===== config.mk =====
export PLATFORM = sky130hd
export DESIGN_NAME = eps_ram
export DESIGN_NICKNAME = d
export VERILOG_FILES = /design/src/hdl/eps_ram.sv
export SDC_FILE = /design/constraint.sdc
export NUM_CORES = 1
export LEC_CHECK = 0
export ABC_AREA = 1
export BUFFER_PORTS_ARGS = -buffer_cell sky130_fd_sc_hd__buf_2
export CORE_UTILIZATION = 54
export CTS_BUF_LIST = sky130_fd_sc_hd__clkbuf_8
export DETAILED_ROUTE_END_ITERATION = 8
export PLACE_DENSITY_LB_ADDON = 0.2
export SYNTH_ARGS = -nofsm -noshare
export SYNTH_HDL_FRONTEND = slang
export SYNTH_SLANG_ARGS = --single-unit

===== constraint.sdc =====
create_clock -name clk -period 2.76 [get_ports clk]
set_input_delay 0.276 -clock clk [delete_from_list [all_inputs] [get_ports clk]]
set_output_delay 0.276 -clock clk [all_outputs]
set_load 0.03 [all_outputs]

===== src/hdl/eps_ram.sv =====
`default_nettype none
module eps_ram #(
  parameter int WIDTH = 8,
  parameter int DEPTH = 16
) (
  input  wire logic                                   clk,
  input  wire logic                                   we,
  input  wire logic [((DEPTH > 1) ? $clog2(DEPTH) : 1)-1:0] waddr,
  input  wire logic [WIDTH-1:0]                       wdata,
  input  wire logic                                   re,
  input  wire logic [((DEPTH > 1) ? $clog2(DEPTH) : 1)-1:0] raddr,
  output logic      [WIDTH-1:0]                       rdata
);

  logic [WIDTH-1:0] mem [DEPTH];

  always_ff @(posedge clk) begin
    if (we) mem[waddr] <= wdata;
    if (re) rdata <= mem[raddr];
  end

endmodule
`default_nettype wire


==> results <==
- The worst-case IR drop observed on VDD is 0.3486 mV.
- After clock tree synthesis, the repair step resized 0 gates.
- Detailed placement ended at an HPWL of 7632 um.
- In this run the power density over the cells is 667.2 nW/um^2.
- The clock tree from TritonCTS is built.
- Of the total synthesized cell area, the portion taken by AND, OR, NAND and NOR gates is 20.76%.
- Derived from the worst setup path, the maximum achievable clock frequency is 0.6401 GHz.
- The cell count after synthesis came out at 551.
- Clock-pin slew was measured on the worst setup and hold paths at 0.08 ns.
- The endpoint identified for the worst register-to-register timing path is rdata[2]$_DFFE_PP_.
- The global-route usage over all layers is 24.30%.
- The number of max-capacitance violations reported is 0.
- The flip-flop and latch count after synthesis is 136.
- The layout cell share with drive strength beyond 1 is 10.85%.
- The fraction of the yosys area taken by sequential cells is 69.85%.
- The area growth from synthesis to layout is 10.21%.
- The die covers 11250 um^2.
- The number of iterations in the first detailed-routing pass is 5.
- Buffers inserted to repair hold after CTS numbered 0.
- The core region is 10420 um^2.
- The capturing element type of the critical path is a flip-flop.
- A synthesized cell averages 10.61 um^2.
- The average wire length per cell after detail routing is 16.82 um.
- The cell at the slowest stage of the critical path is sky130_fd_sc_hd__buf_2.
- Traced cell by cell, the critical path runs through buf_2, inv_2, nand3_1, nand3_1, nand3_1, nand2_1.
- The share of the core filled with cells is 61.86%.
- In this run the tightest slew margin relative to its limit is 35.22%.
- The run finished with clean final reports.
- In the finished design, the share of the clock period the worst path needs comes to 56.60%.
- The endpoint required time on the critical path is 2.97 ns.
- The largest net degree at the start of global routing is 39.
- The starting utilization of the core area is 56.13%.
- Detailed routing inserted a total of 3716 vias.
- The initial antenna violation count is 0.
- The number of clock buffers inserted by TritonCTS is 17.
- The leftover overflow at the end of global routing is 0.
- Summed over all cells, the static leakage comes to 2.751 nW.
- Buffers placed on the I/O ports in this run total 26.
- The biggest fanout along the worst timing path is 33.
- In this run the post-CTS setup repair buffer count came out at 0.
- After the first detailed-routing iteration, the DRC count stood at 227.
- Yosys printed 0 warnings.
- The count of cell types in the netlist is 11.
- For this run, the slowest stage of the critical path takes 0.52 ns.
- The post-synthesis share of cell area spent on full adders, half adders and majority gates is 0%.
- The most numerous cell type found on the critical path is sky130_fd_sc_hd__nand3_1.
- At the worst endpoint, the arrival time is 1.77 ns.
- The clock tree skew after final layout is 0.008962 ns.
- The sequential cells in the finished layout cover a total of 4084 um^2.
- The family with the most delay on the worst path is buffers and inverters.
- Ranked by total cell area, the synthesized netlist is headed by sky130_fd_sc_hd__edfxtp_1, sky130_fd_sc_hd__nand2_1, sky130_fd_sc_hd__nand3_1.
- The critical path is of the in -> reg type.
- The number of nets in the synthesized netlist is 570.
- The number of buffer and inverter stages on the critical path is 2.
- Of the total synthesized cell area, the portion taken by XOR and XNOR cells is 0%.
- The end point of the worst hold path is rdata[2]$_DFFE_PP_.
- The fraction of the mapped netlist area in compound gates is 0%.
- Fill cells in the final layout number 854.
- For the worst-skew pair, the clock arrives at the later sink with an insertion delay of 0.45 ns.
- The number of sinks handled by clock tree synthesis is 136.
- After detailed routing, the total wire length is 12210 um.
- For the final routed database, the setup TNS stands at 0 ns.
- The number of failing hold endpoints at the final stage is 0.
- Measured against the total synthesized area, the mux share comes to 0%.
- In this run the count of I/O pins placed on the die edge is 27.
- The clock passes through at most 2 buffers.
- The number of nets in the layout is 596.
- The library cell used as clock root buffer is sky130_fd_sc_hd__clkbuf_8.
- Setup violations remaining at the end of the flow were counted as 0.
- Subtracting the final worst setup slack from the clock period gives 1.562 ns.
- The height of the die is 106.1 um.
- The number of global-route vias before repair is 3579.
- The die outline width is 106.1 um.
- The worst hold path class is in -> reg.
- The worst reg2reg path startpoint is mem[14][2]$_DFFE_PP_.
- The antenna cell count is 0.
- The startpoint of the tightest hold check path is re.
- The count of cells along the worst register-to-register path is 6.
- The post-detailed-route count of antenna-violating nets is 0.
- Of the post-synthesis cell area, the dominant cell type holds 69.85%.
- The slew at the pin closest to its max-slew limit is 0.9681 ns.
- The total area of multi-input combinational cells is 1214 um^2.
- The post-synth design cell area is 5847 um^2.
- Of all cell types, the one taking the most synthesized area is sky130_fd_sc_hd__edfxtp_1.
- The number of max-slew violations in the final report is 0.
- The first global-routing pass estimated 19490 um of wire.
- Dividing the detail-routed via count by the number of cells gives 5.118.
- For flop-to-flop paths, the worst setup slack is 1.62 ns.
- STA classifies the critical path startpoint as an input pin.
- The maximum level of the CTS H-tree is 4.
- In this run the core area contains 37 standard-cell rows.
- Setup repair after global routing left no endpoint under its margin.
- By area, the combinational part of the netlist is dominated by simple AND/OR/NAND/NOR gates.
- The number of remaining DRC errors is 0.
- The placer congestion estimate is 0.8249.
- Counting instances, the worst hold path has a depth of 1.
[metal layers]
layer,routed length (um),track usage (%),share of wire (%)
met1,5586,34.93,46
met2,5596,36.27,46
met3,780,5.457,6.4
met4,247,9.524,2.0
met5,0,0,0
[worst max path at each step]
stage | from | depth (start not counted) | endpoint | slack (ns)
floorplan | waddr[2] | 2 | mem[10][0]$_DFFE_PP_ | 1.53
global placement | raddr[1] | 6 | rdata[7]$_DFFE_PP_ | 0.73
detailed placement | raddr[1] | 6 | rdata[7]$_DFFE_PP_ | 0.72
CTS | raddr[1] | 6 | rdata[7]$_DFFE_PP_ | 1.21
global route | raddr[1] | 6 | rdata[7]$_DFFE_PP_ | 1.06
finish | raddr[1] | 6 | rdata[7]$_DFFE_PP_ | 1.20
[power by group]
part	internal, mW	switching (mW)	total (mW)
registers	2.32	0.0132	2.34
logic	0.0747	0.208	0.283
clock network	0.893	0.786	1.68
total	3.29	1.01	4.30
[layout make-up]
class	instances	share of cell area [%]
clock buffers	17	3.631
inverters	102	5.942
clock inverters	15	2.777
well taps	136	2.641
multi-input cells	289	18.83
flip-flops and latches	136	63.38
repair buffers	31	2.796
[registers in the layout (all words and copies together) (netlist names)]
signal,flops
mem,128
rdata,8
[synthesized netlist by cell type]
library cell and n:
sky130_fd_sc_hd__buf_2 13, sky130_fd_sc_hd__nor2_1 17, sky130_fd_sc_hd__edfxtp_1 136, sky130_fd_sc_hd__nand3_1 97, sky130_fd_sc_hd__nand3b_1 2, sky130_fd_sc_hd__inv_2 2
sky130_fd_sc_hd__nand2_1 173, sky130_fd_sc_hd__buf_4 4, sky130_fd_sc_hd__buf_6 6, sky130_fd_sc_hd__buf_1 1, sky130_fd_sc_hd__inv_1 100
[metrics by stage]
| stage | setup WS, ns | std cells | hold slack, ns | total power, mW | instance area (um^2) |
|---|---|---|---|---|---|
| final | 1.198 | 726 | 0.1858 | 4.299 | 6444 |
| after global routing | 1.064 | 726 | 0.1699 | 4.448 | 6444 |
| after CTS | 1.213 | 726 | 0.1659 | 4.325 | 6444 |
| after detailed placement | 0.7231 | 694 | 0.6443 | 2.668 | 6031 |
| after global placement | 0.7264 | 694 | 0.6429 | 2.665 | 6031 |
| after floorplan | 1.533 | 551 | 0.3749 | 2.564 | 5847 |
[cell families (layout without fill, tap and decap cells)]
group,after synthesis,count (layout)
buffers and inverters,126,165
AND/OR/NAND/NOR,289,289
flip-flops,136,136
[placed cells by master, fill, tap and decap left out]
| cell type | netlist | layout |
|---|---|---|
| sky130_fd_sc_hd__nand2_1 | 173 | 173 |
| sky130_fd_sc_hd__edfxtp_1 | 136 | 136 |
| sky130_fd_sc_hd__inv_1 | 100 | 101 |
| sky130_fd_sc_hd__nand3_1 | 97 | 97 |
| sky130_fd_sc_hd__buf_2 | 13 | 26 |
| sky130_fd_sc_hd__nor2_1 | 17 | 17 |
| sky130_fd_sc_hd__clkbuf_8 | 0 | 17 |
| sky130_fd_sc_hd__clkinvlp_4 | 0 | 6 |
| sky130_fd_sc_hd__buf_4 | 4 | 4 |
| sky130_fd_sc_hd__bufinv_16 | 0 | 3 |
| sky130_fd_sc_hd__inv_2 | 2 | 2 |
| sky130_fd_sc_hd__nand3b_1 | 2 | 2 |
| sky130_fd_sc_hd__inv_6 | 0 | 2 |
| sky130_fd_sc_hd__clkinv_4 | 0 | 2 |
| sky130_fd_sc_hd__clkinv_2 | 0 | 1 |
| sky130_fd_sc_hd__buf_12 | 0 | 1 |
Note: power is estimated with default switching activity, not from simulation.
