==> config.mk <==
export PLATFORM = sky130hd
export DESIGN_NAME = eps_scan
export DESIGN_NICKNAME = d
export VERILOG_FILES = /design/src/hdl/eps_pkg.sv /design/src/hdl/eps_scan.sv
export SDC_FILE = /design/constraint.sdc
export NUM_CORES = 1
export LEC_CHECK = 0
export BUFFER_PORTS_ARGS = -buffer_cell sky130_fd_sc_hd__buf_2
export CORE_AREA = 2 2 131 133
export CTS_BUF_LIST = sky130_fd_sc_hd__clkbuf_2 sky130_fd_sc_hd__clkbuf_4 sky130_fd_sc_hd__clkbuf_8
export CTS_CLUSTER_DIAMETER = 80
export DETAILED_ROUTE_END_ITERATION = 7
export DIE_AREA = 0 0 133 135
export GPL_TIMING_DRIVEN = 0
export HOLD_SLACK_MARGIN = 0.02
export PLACE_DENSITY = 0.49
export SLEW_MARGIN = 10
export SYNTH_ARGS = -nofsm -noshare
export SYNTH_HDL_FRONTEND = slang
export SYNTH_SLANG_ARGS = --single-unit
==> constraint.sdc <==
create_clock -name clk -period 1.3 [get_ports clk]
set_input_delay 0.065 -clock clk [delete_from_list [all_inputs] [get_ports clk]]
set_output_delay 0.065 -clock clk [all_outputs]
set_load 0.05 [all_outputs]
==> src/hdl/eps_pkg.sv <==
`default_nettype none
package eps_pkg;

  localparam int PART_CNT = 64;
  localparam int PORT_CNT = 256;
  localparam int PART_AW = (PART_CNT > 1) ? $clog2(PART_CNT) : 1;
  localparam int PORT_AW = (PORT_CNT > 1) ? $clog2(PORT_CNT) : 1;
  localparam int PART_GRP = (PART_CNT + 15) / 16;
  localparam int PORT_GRP = (PORT_CNT + 15) / 16;
  localparam int GLB_W = 14;
  localparam int LOC_W = 4;
  localparam int PART_W = 4;
  localparam int PORT_W = 13;
  localparam int SWP_W = 9;

  localparam logic [1:0] REQ_SET  = 2'd0;
  localparam logic [1:0] REQ_TEST = 2'd1;
  localparam logic [1:0] REQ_NEXT = 2'd2;

  localparam logic [1:0] CLS_GLB  = 2'd0;
  localparam logic [1:0] CLS_PART = 2'd1;
  localparam logic [1:0] CLS_PORT = 2'd2;
  localparam logic [1:0] CLS_NONE = 2'd3;

  localparam logic [4:0] EV_PART_BASE = 5'd14;

  typedef struct packed {
    logic [1:0] req_type;
    logic [4:0] event_id;
    logic [7:0] index;
    logic       index_all;
    logic       index_local;
  } eps_in_t;

  typedef struct packed {
    logic       status;
    logic       hit;
    logic       found;
    logic [4:0] found_event;
    logic [7:0] found_index;
  } eps_out_t;

  typedef struct packed {
    logic               part_any;
    logic [PART_AW-1:0] part_idx;
    logic               port_any;
    logic [PORT_AW-1:0] port_idx;
  } eps_scan_t;

  function automatic logic [1:0] ev_class(input logic [4:0] ev);
    logic [1:0] c;
    if (ev <= 5'd13) c = CLS_GLB;
    else if (ev <= 5'd17) c = CLS_PART;
    else if (ev <= 5'd29) c = CLS_PORT;
    else c = CLS_NONE;
    return c;
  endfunction

  function automatic logic [3:0] ev_bit(input logic [4:0] ev);
    logic [4:0] b;
    if (ev <= 5'd13) b = ev;
    else if (ev <= 5'd17) b = ev - 5'd14;
    else if (ev <= 5'd21) b = ev - 5'd18;
    else if (ev <= 5'd29) b = ev - 5'd17;
    else b = 5'd0;
    return b[3:0];
  endfunction

  function automatic logic [4:0] port_bit_to_event(input logic [3:0] b);
    logic [4:0] e;
    if (b < 4'd4) e = 5'd18 + {1'b0, b};
    else e = 5'd17 + {1'b0, b};
    return e;
  endfunction

  // index of the lowest set bit, 0 when none
  function automatic logic [3:0] lowest16(input logic [15:0] v);
    logic [3:0] b;
    b = 4'd0;
    for (int i = 15; i >= 0; i--) begin
      if (v[i]) b = 4'(i);
    end
    return b;
  endfunction

endpackage
`default_nettype wire

==> src/hdl/eps_scan.sv <==
`default_nettype none
module eps_scan
  import eps_pkg::*;
(
  input  wire logic                clk,
  input  wire logic [PART_CNT-1:0] part_flags,
  input  wire logic [PORT_CNT-1:0] port_flags,
  output eps_scan_t                res
);

  logic [PART_GRP*16-1:0] part_pad;
  logic [PORT_GRP*16-1:0] port_pad;
  logic [PART_GRP-1:0]    part_gany_r;
  logic [3:0]             part_glow_r [PART_GRP];
  logic [PORT_GRP-1:0]    port_gany_r;
  logic [3:0]             port_glow_r [PORT_GRP];
  logic [3:0]             part_g;
  logic [3:0]             port_g;
  logic [7:0]             part_full;
  logic [7:0]             port_full;
  eps_scan_t              res_nxt;

  assign part_pad = (PART_GRP*16)'(part_flags);
  assign port_pad = (PORT_GRP*16)'(port_flags);

  // first stage: one lowest-flag encoder per group of sixteen entries
  always_ff @(posedge clk) begin
    for (int g = 0; g < PART_GRP; g++) begin
      part_gany_r[g] <= |part_pad[g*16 +: 16];
      part_glow_r[g] <= lowest16(part_pad[g*16 +: 16]);
    end
    for (int g = 0; g < PORT_GRP; g++) begin
      port_gany_r[g] <= |port_pad[g*16 +: 16];
      port_glow_r[g] <= lowest16(port_pad[g*16 +: 16]);
    end
  end

  // second stage: pick the lowest non-empty group
  always_comb begin
    part_g = lowest16(16'(part_gany_r));
    port_g = lowest16(16'(port_gany_r));
    part_full = {part_g, part_glow_r[part_g[$clog2(PART_GRP+1)-1:0] % PART_GRP]};
    port_full = {port_g, port_glow_r[port_g[$clog2(PORT_GRP+1)-1:0] % PORT_GRP]};
    res_nxt.part_any = |part_gany_r;
    res_nxt.part_idx = part_full[PART_AW-1:0];
    res_nxt.port_any = |port_gany_r;
    res_nxt.port_idx = port_full[PORT_AW-1:0];
  end

  always_ff @(posedge clk) begin
    res <= res_nxt;
  end

endmodule
`default_nettype wire

==> results of run 1 <==
[synthesized netlist by cell type]
cell type,number,area [µm²]
o31ai_1,6,45.0
inv_1,18,67.6
o22ai_1,6,37.5
nand3_1,7,35.0
o311a_1,1,10.0
nor3b_1,5,37.5
a21oi_1,18,90.1
inv_2,1,3.75
o21ai_0,12,60.1
nand4_1,20,125
nor4_1,72,450
and3_1,2,12.5
nor3_1,6,30.0
dfxtp_1,56,1120
nor2_1,55,206
a21oi_4,1,16.3
a221oi_1,5,43.8
nor3_2,1,10.0
mux4_2,4,90.1
nand2b_1,7,43.8
nor2_4,1,11.3
nand2_1,30,113
a31oi_1,6,37.5
[stage by stage]
stage | instances | util [%] | instance area [µm²]
detailed placement | 896 | 28.4 | 4650
global placement | 896 | 28.4 | 4650
floorplan | 340 | - | 2700
[logic make-up after synthesis]
logic type / count (synthesis)
compound gates: 55
buf+inv: 19
flops: 56
mux: 4
simple gates: 206
==> summary.txt, run 1 <==
Outcome
  – Status: aborted with a tool error
  – Fail Step: clock tree synthesis (4_1_cts)
  – Err: [ERROR RSZ-0060] Max buffer count reached.

Clock network
  – Hold-fix buffers at CTS: 182
  – Number of post-CTS setup repair buffers: 1
  – Post-CTS Resized: 3
  – # H-tree levels: 2
  – Clock Sinks: 56
  – Bufs on Longest Clock Path: 2
  – Root Buffer: clkbuf_8
  – TritonCTS Buffers: 5

Synthesis
  – #FFs+latches synth: 56
  – Post-synthesis instance total: 340
  – Adder-Cell Fraction of Synth Area: 0%
  – Synth cell types: 23
  – Synth Area in Compound Gates: 12.6%
  – Post-synthesis xor/xnor area fraction: 0%
  – Net count after synthesis: 661
  – Synth Warn #: 0
  – Largest family of logic cells by synthesized area: simple AND/OR/NAND/NOR gates
  – Syn Area/Cell: 7.93 µm²
  – Mux cell area share after synthesis: 3.34%
  – Synthesized cell area: 2700 µm²
  – Register area share after synthesis: 41.6%
  – Post-synthesis simple-gate area fraction: 39.8%

Die
  – Die height: 135 µm
  – Row count: 47
  – Initial Utilization: 16.4%
  – Die X: 133 µm
  – Ports: 337

Place
  – Pre-CTS setup slack: -0.268 ns
  – Post-DP HPWL: 11,000 µm
  – # port buffers: 336
  – Routability Congestion: 0.797
==> run 2: changes to the inputs <==
==> config.mk (replaced) <==
export PLATFORM = sky130hd
export DESIGN_NAME = eps_scan
export DESIGN_NICKNAME = d
export VERILOG_FILES = /design/src/hdl/eps_pkg.sv /design/src/hdl/eps_scan.sv
export SDC_FILE = /design/constraint.sdc
export NUM_CORES = 1
export LEC_CHECK = 0
export BUFFER_PORTS_ARGS = -buffer_cell sky130_fd_sc_hd__buf_2
export CORE_AREA = 2 2 132 134
export DETAILED_ROUTE_END_ITERATION = 7
export DIE_AREA = 0 0 134 136
export GPL_TIMING_DRIVEN = 0
export PLACE_DENSITY_LB_ADDON = 0.15
export SLEW_MARGIN = 10
export SYNTH_ARGS = -nofsm -noshare
export SYNTH_HDL_FRONTEND = slang
export SYNTH_SLANG_ARGS = --single-unit
==> constraint.sdc (replaced) <==
create_clock -name clk -period 1.69 [get_ports clk]
set_input_delay 0.0845 -clock clk [delete_from_list [all_inputs] [get_ports clk]]
set_output_delay 0.0845 -clock clk [all_outputs]
set_load 0.05 [all_outputs]
==> run 2 against run 1 <==
The run now ends clean. Synthesized cell count did not move. Synthesized area did not move.
==> summary.txt, run 2 <==
Outcome
  – Status: finished clean

Synthesis
  – Synth cell count leaders: nor4_1, dfxtp_1, nor2_1, nand2_1, nand4_1
  – Net count after synthesis: 661 (unchanged)
  – Synth Warn #: 0 (unchanged)
  – Syn Area/Cell: 7.93 µm² (unchanged)
  – Cell taking the most area after synthesis: dfxtp_1
  – Most frequent cell after synthesis: nor4_1
  – Register area share after synthesis: 41.6% (unchanged)
  – Ys flop type: dfxtp_1
  – #FFs+latches synth: 56 (unchanged)
  – Synth top area cells: dfxtp_1, nor4_1, nor2_1
  – Post-synth EDFFs: 0 (unchanged)
  – Share of async-settable or async-resettable flops after synthesis: 0% (unchanged)
  – Synth cell types: 23 (unchanged)
  – Post-synthesis instance total: 340 (unchanged)
  – Synth top area share: 41.6% (unchanged)
  – Synthesized cell area: 2700 µm² (unchanged)

GRT
  – First-pass GRT wire length: 19,100 µm
  – Grt ovf: 0
  – Busiest grt layer: met2
  – Vias in the first global route: 3,938
  – Antenna violations before repair: 2
  – Met1 Track Usage GR: 14.2%
  – Pin count of the biggest net entering global routing: 18
  – GR Util met3: 3.24%
  – Global Route Usage Sum: 13.4%
  – Routing usage on met2: 26.4%

Clock network
  – Number of post-CTS setup repair buffers: 0 (-1)
  – Root Buffer: clkbuf_16
  – Post-CTS Resized: 0 (-3)
  – Hold-fix buffers at CTS: 7 (-96%)
  – Clock Sinks: 56 (unchanged)
  – Clk pin slew, worst setup/hold paths: 0.07 ns
  – Bufs on Longest Clock Path: 2 (unchanged)
  – TritonCTS Buffers: 5 (unchanged)
  – CTS tree: built
  – # H-tree levels: 2 (unchanged)
  – Worst-Skew Late Latency: 0.29 ns

Setup path
  – WP data required: 1.83 ns
  – Crit-path cells: dlygate4sd3_1 -> buf_2 -> nor4_1 -> dlygate4sd3_1 -> nand4_1
  – CP top delay family: buffers and inverters
  – Crit path DAT: 1.65 ns
  – Max incr delay on CP: 0.60 ns
  – Worst-path fanout max: 1
  – Most frequent CP cell: dlygate4sd3_1
  – Worst setup EP type: register
  – Critical Path Start Type: input port
  – Crit path kind: in -> reg
  – WP buf/inv: 3
  – Slowest-stage cell, CP: dlygate4sd3_1

Job
  – Max-cap viol count: 0

Routing
  – Number of vias per cell: 4.34
  – Post-route ant nets: 0
  – Routed len/inst: 14.4 µm
  – Drt drc: 0
  – Vias: 3,985
  – Pre-antenna DRT Iters: 4
  – Initial DRC count: 104
  – Total wire length: 13,200 µm

Layout
  – Area Overhead vs Synth: 80.9%
  – Commonest non-fill, non-tap cells in the layout: buf_2, nor4_1, dfxtp_1
  – Util after Layout: 28.9%
  – Post-route cell area: 4880 µm²
  – # fillers: 1,874
  – Layout cells sized above 1: 50.8%
  – Largest regs: part_glow_r: 16 flops, port_gany_r: 16 flops, res: 16 flops
  – Nets: 1,011
  – Most common cell after layout, fill and taps aside: buf_2

STA
  – FMAX: 662 MHz
  – Min Hold Slack: 0.00339 ns
  – Slew margin rel.: 57.9%
  – Final slew viol count: 0
  – Fin. Hold Viols: 0
  – Final setup viols: 0
  – RSZ-0062 raised after global routing: false
  – Period minus WS final: 1.51 ns
  – Fin Clk Skew: 0.00269 ns
  – Fin crit share: 89.3%
  – Setup TNS: 0 ns
  – Slew @ Worst Pin: 0.625 ns

Die
  – Ports: 337 (unchanged)
  – Core ar.: 16,900 µm²
  – Die footprint: 18,200 µm²
  – Initial Utilization: 16.0% (-0.46 points)
  – Die X: 134 µm (+0.75%)
  – Row count: 48 (+2.1%)
  – Die height: 136 µm (+0.74%)

Place
  – Routability Congestion: 0.780 (-2.2%)
  – Post-DP HPWL: 11,900 µm (+8.2%)
  – # port buffers: 336 (unchanged)
  – DP Area: 4660 µm² (+0.13%)

Min path
  – Hold WC Path Type: in -> reg

Power and ir drop
  – Pwr dens: 610 nW/µm²
  – Max VDD drop: 0.000345 V
  – P_leak: 2.32 nW
run 2: final cells by class:
cell class,instances,area [µm²],share of cell area (%)
diodes,2,5.00,0.103
multi-input cells,265,1510,30.8
well taps,225,282,5.77
repair buffers,343,1750,35.9
clock buffers,6,129,2.64
flip-flops and latches,56,1120,23.0
clock inverters,2,16.3,0.333
inverters,19,71.3,1.46
run 2: final timing paths:
| check | start | endpoint | depth (start not counted) | slack [ns] |
|---|---|---|---|---|
| max reg2reg | part_gany_r[1] | res[11] | 3 | 0.39 |
| min reg2reg | port_glow_r[0][1] | res[1] | 0 | 0.33 |
| min | port_flags[249] | port_gany_r[15] | 3 | 0.003 |
| max | port_flags[107] | port_gany_r[6] | 5 | 0.18 |
run 2: worst register-to-register path: cells and delay by family, from the launching register on:
kind,cells,cell delay [ns]
AND/OR/NAND/NOR,1,0.18
AO/OA/AOI/OAI,1,0.06
multiplexers,1,0.53
flip-flops,1,0.41
run 2: cell families after synthesis:
logic type	count (synthesis)	synth area share, %
muxes	4	3.34
buffers and inverters	19	2.64
DFF	56	41.6
and+or+nand+nor	206	39.8
AOI/OAI and AO/OA	55	12.6
run 2: report_power, final:
| group | internal, mW | switching, mW |
|---|---|---|
| clock network | 0.553 | 0.455 |
| registers | 1.35 | 0.00982 |
| logic | 0.343 | 0.269 |
run 2: metrics by stage:
step           worst slack, ns  power [mW]  std cells
2_1_floorplan            0.472        1.54        340
3_3_place_gp             0.398        1.98        901
3_5_place_dp             0.391        1.99        901
4_1_cts                  0.233        3.04        916
5_1_grt                  0.123        3.15        918
6_report                 0.180        2.98        918
run 2: layer usage:
metal  share of wire, %  vias to the layer above
met5                  0                        -
met1                 37                     1791
met3                7.6                       11
li1                   -                     2016
met2                 54                      167
met4                1.2                        0
Power figures use the tool's default switching activity.
==> run 3: changes to the inputs <==
--- a/config.mk
+++ b/config.mk
@@ -10,7 +10,7 @@
 export DETAILED_ROUTE_END_ITERATION = 7
 export DIE_AREA = 0 0 134 136
 export GPL_TIMING_DRIVEN = 0
-export PLACE_DENSITY_LB_ADDON = 0.15
+export PLACE_DENSITY = 0.57
 export SLEW_MARGIN = 10
 export SYNTH_ARGS = -nofsm -noshare
 export SYNTH_HDL_FRONTEND = slang
==> run 3 against run 2 <==
First-iteration DRC count down 9.6%. Via count up 1.6%. Global-route usage shrank 0.18 points. Largest power group unchanged.
==> summary.txt, run 3 (same netlist as run 2, synthesis figures left out) <==
Routing
  – Initial DRC count: 94 (-9.6%)
  – Post-route ant nets: 0 (unchanged)
  – Vias: 4,048 (+1.6%)
  – Drt drc: 0 (unchanged)
  – Routed len/inst: 13.5 µm (-6.2%)
  – Pre-antenna DRT Iters: 4 (unchanged)
  – Total wire length: 12,600 µm (-4.6%)
  – Number of vias per cell: 4.34 (about the same)

Power and ir drop
  – Pwr dens: 607 nW/µm² (-0.54%)
  – P_leak: 2.40 nW (+3.4%)
  – Max VDD drop: 0.000373 V (+8.0%)
  – Total Power: 3.06 mW (+2.7%)

Setup path
  – WP buf/inv: 3 (unchanged)
  – Worst-path fanout max: 1 (unchanged)
  – Crit path kind: in -> reg
  – Crit-path cells: dlygate4sd3_1 -> buf_2 -> nor4_1 -> dlygate4sd3_1 -> nand4_1
  – CP top delay family: buffers and inverters
  – Critical Path Start Type: input port
  – Crit path DAT: 1.72 ns (+0.07 ns)
  – Max incr delay on CP: 0.60 ns (about the same)
  – Worst setup EP type: register
  – Slowest-stage cell, CP: dlygate4sd3_1
  – Most frequent CP cell: dlygate4sd3_1
  – WP data required: 1.85 ns (+0.02 ns)

Layout
  – Nets: 1,026 (+1.5%)
  – Area Overhead vs Synth: 86.8%
  – Layout cells sized above 1: 49.9% (-0.94 points)
  – Commonest non-fill, non-tap cells in the layout: buf_2, nor4_1, dfxtp_1
  – Largest regs: part_glow_r: 16 flops, port_gany_r: 16 flops, res: 16 flops
  – Post-route cell area: 5040 µm² (+3.2%)
  – Most common cell after layout, fill and taps aside: buf_2

Die
  – Row count: 48 (unchanged)
  – Ports: 337 (unchanged)
  – Die X: 134 µm (unchanged)
  – Core ar.: 16,900 µm² (unchanged)
  – Die footprint: 18,200 µm² (unchanged)
  – Die height: 136 µm (unchanged)
  – Initial Utilization: 16.0% (unchanged)

STA
  – Final slew viol count: 0 (unchanged)
  – Slew @ Worst Pin: 0.585 ns (-0.0402 ns)
  – Final setup viols: 0 (unchanged)
  – Period minus WS final: 1.56 ns (+0.0460 ns)
  – Fin crit share: 92.1% (+2.7 points)
  – Fin Clk Skew: 0.00406 ns (+0.00137 ns)
  – Setup TNS: 0 ns (unchanged)
  – Min Hold Slack: 0.000180 ns (-0.00321 ns)
  – FMAX: 643 MHz (-3.0%)
  – Slew margin rel.: 60.6% (+2.7 points)
  – RSZ-0062 raised after global routing: false
  – Fin. Hold Viols: 0 (unchanged)

GRT
  – Grt ovf: 0 (unchanged)
  – Vias in the first global route: 3,878 (-1.5%)
  – Global Route Usage Sum: 13.3% (-0.18 points)
  – Antenna violations before repair: 2 (unchanged)
  – First-pass GRT wire length: 18,400 µm (-3.8%)
  – Pin count of the biggest net entering global routing: 20 (+2)

Clock network
  – Clk pin slew, worst setup/hold paths: 0.07 ns (about the same)
  – TritonCTS Buffers: 5 (unchanged)
  – Worst-Skew Late Latency: 0.30 ns (about the same)
  – Bufs on Longest Clock Path: 2 (unchanged)
  – Clock Sinks: 56 (unchanged)
  – Root Buffer: clkbuf_16
  – Post-CTS Resized: 0 (unchanged)
  – # H-tree levels: 2 (unchanged)
  – CTS tree: built

Place
  – Routability Congestion: 0.865 (+11%)
  – Post-DP HPWL: 10,900 µm (-8.7%)
  – # port buffers: 336 (unchanged)
  – DP Area: 4660 µm² (unchanged)

Job
  – Max-cap viol count: 0 (unchanged)

Min path
  – Hold WC Path Type: in -> reg

Outcome
  – Status: finished clean
-- run 3: report_power, final --
part | switching (mW) | internal [mW] | total [mW]
Clock | 0.504 | 0.563 | 1.07
Combinational | 0.272 | 0.361 | 0.633
Sequential | 0.00953 | 1.35 | 1.36
Total | 0.785 | 2.27 | 3.06
-- run 3: final cells by class --
| class | instances | area (µm²) |
|---|---|---|
| Timing Repair Buffer | 358 | 1900 |
| Multi-Input combinational cell | 265 | 1510 |
| Inverter | 19 | 71.3 |
| Clock inverter | 3 | 27.5 |
| Sequential cell | 56 | 1120 |
| Antenna cell | 2 | 5.00 |
| Fill cell | 1851 | 11800 |
| Tap cell | 225 | 282 |
| Clock buffer | 5 | 125 |
-- run 3: per-stage QoR --
| step | setup slack [ns] | instances | util [%] |
|---|---|---|---|
| final | 0.134 | 933 | 29.9 |
| after global routing | 0.0398 | 933 | 29.9 |
| after CTS | 0.245 | 931 | 29.8 |
| after detailed placement | 0.334 | 901 | 27.6 |
| after global placement | 0.337 | 901 | 27.6 |
| after floorplan | 0.472 | 340 | - |
-- run 3: path summary, 6_finish.rpt --
check,startpoint,end,depth (start not counted),slack [ns]
setup / recovery,port_flags[171],port_gany_r[10],5,0.13
hold / removal,port_flags[120],port_gany_r[7],3,0.0002
setup reg to reg,part_gany_r[1],res[9],3,0.35
hold reg to reg,port_glow_r[0][2],res[2],0,0.33
-- run 3: tightest hold or removal path, stage by stage --
cell,delay (ns)
buf_2,0.07
nor4_1,0.04
nand4_1,0.07
-- run 3: layer usage --
metal | global-route usage, % | vias to the layer above | wire length [µm]
li1 | - | 2044 | -
met1 | 14.7 | 1817 | 5000
met2 | 24.2 | 169 | 6290
met3 | 3.73 | 18 | 996
met4 | 4.85 | 0 | 287
met5 | 0 | - | 0
-- run 3: timing repair --
action | CTS | global route
buffers inserted | 0 | 0
hold buffers | 22 | 0
endpoints found under the hold margin | 9 | 0
